<file path="src/rtl/spq_pkg.sv">
`default_nettype none

package spq_pkg;

	localparam int KEY_W = 32;
	localparam int PAY_W = 32;
	localparam int URG_W = 3;
	localparam int POS_W = 5;
	localparam int OP_W  = 2;

	localparam logic [OP_W-1:0] OP_INSERT = 2'd0;
	localparam logic [OP_W-1:0] OP_POP    = 2'd1;
	localparam logic [OP_W-1:0] OP_SEARCH = 2'd2;

	typedef struct packed {
		logic [KEY_W-1:0] key;
		logic [PAY_W-1:0] payload;
		logic [URG_W-1:0] urgency;
	} entry_t;

	typedef struct packed {
		logic [OP_W-1:0]  operation;
		logic [KEY_W-1:0] item_key;
		logic [PAY_W-1:0] item_payload;
		logic [URG_W-1:0] item_urgency;
	} req_item_t;

	typedef struct packed {
		logic             ok;
		logic [KEY_W-1:0] out_key;
		logic [PAY_W-1:0] out_payload;
		logic [URG_W-1:0] out_urgency;
		logic [POS_W-1:0] position;
		logic [POS_W-1:0] occupancy;
	} rsp_item_t;

	typedef struct packed {
		logic insert;
		logic pop;
		entry_t ent;
	} cell_cmd_t;

	typedef struct packed {
		logic             found;
		logic [KEY_W-1:0] key;
		entry_t           ent;
		logic [POS_W-1:0] pos;
	} search_pkt_t;

endpackage

`default_nettype wire

</file>
<file path="src/rtl/spq_req_if.sv">
`default_nettype none

interface spq_req_if;
	logic               valid;
	logic               ready;
	spq_pkg::req_item_t item;

	modport source (output valid, output item, input ready);
	modport sink (input valid, input item, output ready);
endinterface

`default_nettype wire

</file>
<file path="src/rtl/spq_rsp_if.sv">
`default_nettype none

interface spq_rsp_if;
	logic               valid;
	logic               ready;
	spq_pkg::rsp_item_t item;

	modport source (output valid, output item, input ready);
	modport sink (input valid, input item, output ready);
endinterface

`default_nettype wire

</file>
<file path="src/rtl/spq_cell.sv">
`default_nettype none

module spq_cell #(
	parameter int IDX  = 0,
	parameter int CNTW = 5
) (
	input  wire                       clk,
	input  wire                       arst_n,
	input  spq_pkg::cell_cmd_t        cmd,
	input  wire [CNTW-1:0]            cnt,
	input  spq_pkg::entry_t           left_ent,
	input  wire                       left_keep,
	input  spq_pkg::entry_t           right_ent,
	input  wire                       left_act,
	input  spq_pkg::search_pkt_t      left_pkt,
	output spq_pkg::entry_t           ent,
	output logic                      keep,
	output logic                      act,
	output spq_pkg::search_pkt_t      pkt
);

	spq_pkg::entry_t      ent_q;
	spq_pkg::search_pkt_t pkt_q;
	spq_pkg::search_pkt_t pkt_nxt;
	logic                 act_q;
	logic                 occupied;
	logic                 hit;

	assign occupied = CNTW'(IDX) < cnt;
	assign keep     = occupied && (ent_q.urgency >= cmd.ent.urgency);
	assign hit      = left_act && !left_pkt.found && occupied && (ent_q.key == left_pkt.key);

	always_ff @(posedge clk) begin
		if (cmd.insert) begin
			if (!keep) begin
				ent_q <= left_keep ? cmd.ent : left_ent;
			end
		end else if (cmd.pop) begin
			ent_q <= right_ent;
		end
	end

	always_ff @(posedge clk or negedge arst_n) begin
		if (!arst_n) begin
			act_q <= 1'b0;
		end else begin
			act_q <= left_act;
		end
	end

	always_comb begin
		pkt_nxt = left_pkt;
		if (hit) begin
			pkt_nxt.found = 1'b1;
			pkt_nxt.ent   = ent_q;
			pkt_nxt.pos   = spq_pkg::POS_W'(IDX + 1);
		end
	end

	always_ff @(posedge clk) begin
		pkt_q <= pkt_nxt;
	end

	assign ent = ent_q;
	assign act = act_q;
	assign pkt = pkt_q;

endmodule

`default_nettype wire

</file>
<file path="src/rtl/stable_priority_queue.sv">
// Channel  Role    Handshake     Payload
// req      sink    valid/ready   operation, item_key, item_payload, item_urgency
// rsp      source  valid/ready   ok, out_key, out_payload, out_urgency, position, occupancy
//
// Insert and pop update the cell row at the accepting edge, which also registers the
// result, so the result is offered in the next cycle.
// A search travels down the row one cell per cycle, so its result is registered once it
// has passed the register of every cell, and no item is accepted meanwhile.
// A new item is accepted while the result register is empty or being drained.
// Reset empties the queue; entry contents are not cleared.
`default_nettype none

module stable_priority_queue #(
	parameter int DEPTH = 16
) (
	input  wire        clk,
	input  wire        arst_n,
	spq_req_if.sink    req,
	spq_rsp_if.source  rsp
);

	localparam int CNTW = $clog2(DEPTH + 1);

	logic [CNTW-1:0]      cnt_q;
	logic [CNTW-1:0]      cnt_nxt;
	logic                 busy_q;
	logic                 rsp_valid_q;
	spq_pkg::rsp_item_t   rsp_item_q;
	spq_pkg::rsp_item_t   rsp_nxt;
	logic                 accept;
	logic                 full;
	logic                 empty;
	spq_pkg::cell_cmd_t   cmd;
	spq_pkg::search_pkt_t launch_pkt;
	logic                 launch;

	spq_pkg::entry_t      ent_w  [DEPTH];
	logic                 keep_w [DEPTH];
	logic [DEPTH-1:0]     act_w;
	spq_pkg::search_pkt_t pkt_w  [DEPTH];

	assign full      = cnt_q == CNTW'(DEPTH);
	assign empty     = cnt_q == '0;
	assign req.ready = !busy_q && (!rsp_valid_q || rsp.ready);
	assign accept    = req.valid && req.ready;

	assign cmd.insert      = accept && (req.item.operation == spq_pkg::OP_INSERT) && !full;
	assign cmd.pop         = accept && (req.item.operation == spq_pkg::OP_POP) && !empty;
	assign cmd.ent.key     = req.item.item_key;
	assign cmd.ent.payload = req.item.item_payload;
	assign cmd.ent.urgency = req.item.item_urgency;

	assign launch           = accept && (req.item.operation == spq_pkg::OP_SEARCH);
	assign launch_pkt.found = 1'b0;
	assign launch_pkt.key   = req.item.item_key;
	assign launch_pkt.ent   = '0;
	assign launch_pkt.pos   = '0;

	for (genvar i = 0; i < DEPTH; i++) begin : g_cell
		spq_cell #(
			.IDX  (i),
			.CNTW (CNTW)
		) u_cell (
			.clk       (clk),
			.arst_n    (arst_n),
			.cmd       (cmd),
			.cnt       (cnt_q),
			.left_ent  ((i == 0) ? cmd.ent : ent_w[(i == 0) ? 0 : i - 1]),
			.left_keep ((i == 0) ? 1'b1 : keep_w[(i == 0) ? 0 : i - 1]),
			.right_ent (ent_w[(i == DEPTH - 1) ? i : i + 1]),
			.left_act  ((i == 0) ? launch : act_w[(i == 0) ? 0 : i - 1]),
			.left_pkt  ((i == 0) ? launch_pkt : pkt_w[(i == 0) ? 0 : i - 1]),
			.ent       (ent_w[i]),
			.keep      (keep_w[i]),
			.act       (act_w[i]),
			.pkt       (pkt_w[i])
		);
	end

	always_comb begin
		cnt_nxt = cnt_q;
		if (cmd.insert) begin
			cnt_nxt = cnt_q + CNTW'(1);
		end else if (cmd.pop) begin
			cnt_nxt = cnt_q - CNTW'(1);
		end
	end

	always_comb begin
		rsp_nxt           = '0;
		rsp_nxt.occupancy = spq_pkg::POS_W'(cnt_nxt);
		if (act_w[DEPTH-1]) begin
			rsp_nxt.ok          = pkt_w[DEPTH-1].found;
			rsp_nxt.out_key     = pkt_w[DEPTH-1].ent.key;
			rsp_nxt.out_payload = pkt_w[DEPTH-1].ent.payload;
			rsp_nxt.out_urgency = pkt_w[DEPTH-1].ent.urgency;
			rsp_nxt.position    = pkt_w[DEPTH-1].pos;
		end else begin
			case (req.item.operation)
				spq_pkg::OP_INSERT: begin
					rsp_nxt.ok = !full;
				end
				spq_pkg::OP_POP: begin
					if (!empty) begin
						rsp_nxt.ok          = 1'b1;
						rsp_nxt.out_key     = ent_w[0].key;
						rsp_nxt.out_payload = ent_w[0].payload;
						rsp_nxt.out_urgency = ent_w[0].urgency;
					end
				end
				default: begin
					rsp_nxt.ok = 1'b0;
				end
			endcase
		end
	end

	always_ff @(posedge clk or negedge arst_n) begin
		if (!arst_n) begin
			cnt_q       <= '0;
			busy_q      <= 1'b0;
			rsp_valid_q <= 1'b0;
		end else begin
			cnt_q <= cnt_nxt;
			if (launch) begin
				busy_q <= 1'b1;
			end else if (act_w[DEPTH-1]) begin
				busy_q <= 1'b0;
			end
			if ((accept && !launch) || act_w[DEPTH-1]) begin
				rsp_valid_q <= 1'b1;
			end else if (rsp.ready) begin
				rsp_valid_q <= 1'b0;
			end
		end
	end

	always_ff @(posedge clk) begin
		if ((accept && !launch) || act_w[DEPTH-1]) begin
			rsp_item_q <= rsp_nxt;
		end
	end

	assign rsp.valid = rsp_valid_q;
	assign rsp.item  = rsp_item_q;

`ifndef NO_ASSERTIONS
	a_cnt_bound: assert property (@(posedge clk) disable iff (!arst_n)
		cnt_q <= CNTW'(DEPTH))
		else $error("entry count exceeds depth");

	a_busy_blocks: assert property (@(posedge clk) disable iff (!arst_n)
		busy_q |-> !req.ready)
		else $error("item accepted while a search is in flight");

	a_one_search: assert property (@(posedge clk) disable iff (!arst_n)
		$onehot0(act_w))
		else $error("more than one search in the cell row");

	a_pop_count: assert property (@(posedge clk) disable iff (!arst_n)
		cmd.pop |=> cnt_q == $past(cnt_q) - CNTW'(1))
		else $error("pop did not lower the count");

	a_ins_count: assert property (@(posedge clk) disable iff (!arst_n)
		cmd.insert |=> cnt_q == $past(cnt_q) + CNTW'(1))
		else $error("insert did not raise the count");
`endif

endmodule

`default_nettype wire
</file>
<file path="src/flat_wrapper.sv">
// flat-port wrapper written by rule: the top's interface ports become plain ports
module stable_priority_queue_flat 
#(
	parameter int DEPTH = 16
)
  (clk, arst_n, req_valid, req_item, req_ready, rsp_valid, rsp_item, rsp_ready);
  spq_req_if req_i ();
  spq_rsp_if rsp_i ();
  input  wire clk;
  input  wire arst_n;
  input wire logic [$bits(req_i.valid)-1:0] req_valid;
  input wire logic [$bits(req_i.item)-1:0] req_item;
  output wire logic [$bits(req_i.ready)-1:0] req_ready;
  output wire logic [$bits(rsp_i.valid)-1:0] rsp_valid;
  output wire logic [$bits(rsp_i.item)-1:0] rsp_item;
  input wire logic [$bits(rsp_i.ready)-1:0] rsp_ready;
  assign req_i.valid = req_valid;
  assign req_i.item = req_item;
  assign req_ready = req_i.ready;
  assign rsp_valid = rsp_i.valid;
  assign rsp_item = rsp_i.item;
  assign rsp_i.ready = rsp_ready;
  stable_priority_queue #(.DEPTH(DEPTH)) u_core (.clk(clk), .arst_n(arst_n), .req(req_i), .rsp(rsp_i));
endmodule
</file>
<file path="config.mk">
export PLATFORM = sky130hd
export DESIGN_NAME = stable_priority_queue_flat
export DESIGN_NICKNAME = d
export VERILOG_FILES = /design/src/rtl/spq_pkg.sv /design/src/rtl/spq_req_if.sv /design/src/rtl/spq_rsp_if.sv /design/src/rtl/spq_cell.sv /design/src/rtl/stable_priority_queue.sv /design/src/flat_wrapper.sv
export SDC_FILE = /design/constraint.sdc
export NUM_CORES = 2
export LEC_CHECK = 0
export BUFFER_PORTS_ARGS = -buffer_cell sky130_fd_sc_hd__buf_2
export CAP_MARGIN = 20
export CORE_MARGIN = 5
export CORE_UTILIZATION = 35
export DETAILED_ROUTE_END_ITERATION = 7
export PLACE_DENSITY = 0.51
export SLEW_MARGIN = 20
export SYNTH_ARGS = -nofsm -noshare
export SYNTH_HDL_FRONTEND = slang
export SYNTH_SLANG_ARGS = --single-unit
</file>
<file path="constraint.sdc">
create_clock -name clk -period 7.3 [get_ports clk]
set_input_delay 1.095 -clock clk [delete_from_list [all_inputs] [get_ports clk]]
set_output_delay 1.095 -clock clk [all_outputs]
set_load 0.01 [all_outputs]
</file>
==> results_dict.tcl <==
set metrics [dict create \
    reg2reg_from "u_core.cnt_q[1]" \
    postCtsSetupBuffers 0 \
    rr_worst_depth 8 \
    postCtsHoldBufs 0 \
    cp-start-kind "flop" \
    endpoint_kind "flop" \
    n_fill_cell 30210 \
    h-tree-depth 5 \
    yosysUniqueCellTypes 54 \
    power_frac_comb_pct 20.7 \
    yosysWarnings 0 \
    arrival_ps 5470 \
    cts_resized 0 \
    post-route-period-util_pct 68.18 \
    path_class "flop to flop" \
    p_clk_share_pct 35.4 \
    required_ps 7790 \
    syn_inst 10010 \
    gr-total-overflow 0 \
    pin_count 153 \
    multiInputGateArea_um2 41330 \
    synth.avg_cell_area_um2 11.18 \
    synthesis.area_um2 111900 \
    wl_mm 440.4 \
    reg2reg_setup_slack_ps 2320 \
    synth-seq-cells 2794 \
    dieHeight_um 575.5 \
    fmax_ghz 0.2009 \
    cts_tree "yes" \
    r2r_end "u_core.g_cell[13].u_cell.ent[56]" \
    hold_viol_final 0 \
    place_area_um2 116500 \
    power_uw 42690 \
    synth_commonest_cells "1621 x dfxtp_1, 1150 x edfxtp_1, 1046 x mux2_2" \
    grt_pass1_vias 79920 \
    gp_congestion 0.9130 \
    synth.area.top_cells "edfxtp_1 31%, dfxtp_1 29%, mux2_2 11%" \
    slew_violations 0 \
    cap_viol_max_count 0 \
    dp_hpwl_mm 289.9 \
    cts_buffer_depth 4 \
    yosysMostFrequentCell "dfxtp_1" \
    pre_cts_slack_ps 2156 \
    register_area_um2 67560 \
    path_max_fanout 70 \
    rows 207 \
    ys_seq_area_share_pct 60.37 \
    dp.cells 13620 \
    p_sw_share_pct 33.86 \
    track_usage_pct 25.37 \
    hold_class "input pin to async pin" \
    detail_route.wl_per_cell_um 31.06 \
    antenna_found_initial 50 \
    p_leak_uw 0.04667 \
    design_area_um2 126100 \
    die_w_um 575.5 \
    relSlewSlack_pct 17.78 \
    grt_max_degree 182 \
    postRouteAntennaNets 0 \
    grt_pass1_wl_mm 622.4 \
    cts.clk_slew.worst_paths_ps 60 \
    finish.net_count 9867 \
    status "finished, final reports clean" \
    powerDensity_nw_per_um2 338.4 \
    switchingPower_uw 14450 \
    numCtsBuffers 300 \
    ys.flop_type "dfxtp_1" \
    tns_ps 0 \
    async_reset_ff_share_pct 0.8232 \
    synth_fp_nets 10140 \
    vias 83350 \
    synth_top_cell_area_share_pct 30.86 \
    drt_iter0_markers 10770 \
    layout_setup_ws_ps 2323 \
    drt_first_pass_iters 6 \
    port_buffers 152 \
    cts_root_buf "clkbuf_16" \
    fin_cells 14180 \
    rsz0062_at_grt "false" \
    fin_worst_skew_ps 64.65 \
    clock_latency_ps 880 \
    p_int_uw 28230 \
    setup_viol 0 \
    fin_crit_ps 4977 \
    areaGrowthSynthToFinish_pct 12.71 \
    pwr-share-seq_pct 43.9 \
    synth_edf_count 1150 \
    tightestPinTransition_ps 1233 \
    drt-vias-per-instance 5.879 \
    peakVddDrop_mv 0.2985 \
    core-area_um2 318300 \
    start_util_pct 35.16 \
    die_area_um2 331200 \
    yosysTopAreaCell "edfxtp_1" \
    cts.sinks 2794 \
    drc 0 \
    drive_gt1_share_pct 19.08 \
]
## logic make-up after synthesis
group,share of synthesized area (%)
AO/OA/AOI/OAI,14.55
XOR/XNOR,3.976
AND/OR/NAND/NOR,6.458
buffers and inverters,3.280
adder cells (fa/ha/maj),0.5814
flip-flops,60.37
multiplexers,10.79
## critical path, stage by stage (launching register included)
cell	delay [ps]
dfrtp_1	840
inv_1	340
ha_1	290
and4bb_2	250
nor4b_4	710
buf_12	380
o21ai_0	280
nand2_4	580
buf_4	670
## cell usage in the layout (no fill, tap or decap), drive strengths merged, types with 4 or more instances in the layout
| cell | instances |
|---|---|
| nor4b | 9 |
| and2 | 88 |
| nand2b | 52 |
| nand4 | 89 |
| mux2 | 1072 |
| clkinvlp | 5 |
| nor4 | 59 |
| nand2 | 359 |
| or2 | 14 |
| nand3 | 19 |
| nor2b | 7 |
| clkbuf | 464 |
| a22oi | 16 |
| buf | 331 |
| o22ai | 4 |
| diode | 17 |
| a21oi | 947 |
| a31oi | 940 |
| xnor2 | 324 |
| dfxtp | 1621 |
| a21o | 37 |
| nor3 | 18 |
| edfxtp | 1150 |
| inv | 42 |
| ha | 52 |
| clkinv | 52 |
| o21ai | 1027 |
| bufinv | 9 |
| dfrtp | 23 |
| nor2 | 942 |
| xor2 | 184 |
## state kept, by name, summed over array words and instances, names as in the netlist
signal,count
u_core.busy_q,1
u_core.cnt_q,5
u_core.g_cell.u_cell.act,16
u_core.g_cell.u_cell.ent,1072
u_core.g_cell.u_cell.pkt,1621
u_core.rsp.item,78
u_core.rsp.valid,1
## how the worst max path moves through the flow
| stage | startpoint | end | slack (ps) | depth (start not counted) |
|---|---|---|---|---|
| floorplan | req_item[1] | u_core.g_cell[14].u_cell.ent[0] | 900 | 9 |
| CTS | u_core.cnt_q[1] | u_core.g_cell[13].u_cell.ent[57] | 2410 | 8 |
| finish | u_core.cnt_q[1] | u_core.g_cell[13].u_cell.ent[56] | 2320 | 8 |
| global placement | req_item[1] | u_core.g_cell[10].u_cell.ent[22] | 2130 | 10 |
| detailed placement | req_item[1] | u_core.g_cell[10].u_cell.ent[24] | 2160 | 10 |
| global route | u_core.cnt_q[1] | u_core.g_cell[13].u_cell.ent[42] | 2210 | 8 |
## per-stage QoR
| stage | hold WS (ps) | utilization [%] |
|---|---|---|
| after floorplan | 330.8 | - |
| after global placement | 349.7 | 36.61 |
| after detailed placement | 353.3 | 36.62 |
| after CTS | 276.3 | 39.61 |
| after global routing | 311.1 | 39.62 |
| final | 319.1 | 39.63 |
## final cells by class
class	count	area share, %
Sequential cell	2794	53.56
Multi-Input combinational cell	6283	32.77
Clock buffer	464	7.040
Tap cell	4180	4.146
Timing Repair Buffer	331	1.843
Clock inverter	76	0.5108
Inverter	32	0.09523
Antenna cell	17	0.03373
## power by group through the flow
stage | combinational [uW] | clock [uW] | sequential [uW]
4_1_cts | 8690 | 15200 | 18700
6_report | 8830 | 15100 | 18800
2_1_floorplan | 4940 | 0 | 18500
3_3_place_gp | 8620 | 0 | 19000
5_1_grt | 9210 | 15900 | 18800
3_5_place_dp | 8660 | 0 | 19000
## metal layers
metal	up-vias	routed length [um]	global-route usage, %
met5	-	219	0
met4	32	17740	9.358
met3	712	42330	5.372
met2	4831	185300	36.69
met1	42000	194800	37.15
li1	35780	-	-
(Power assumes the default switching activity.)
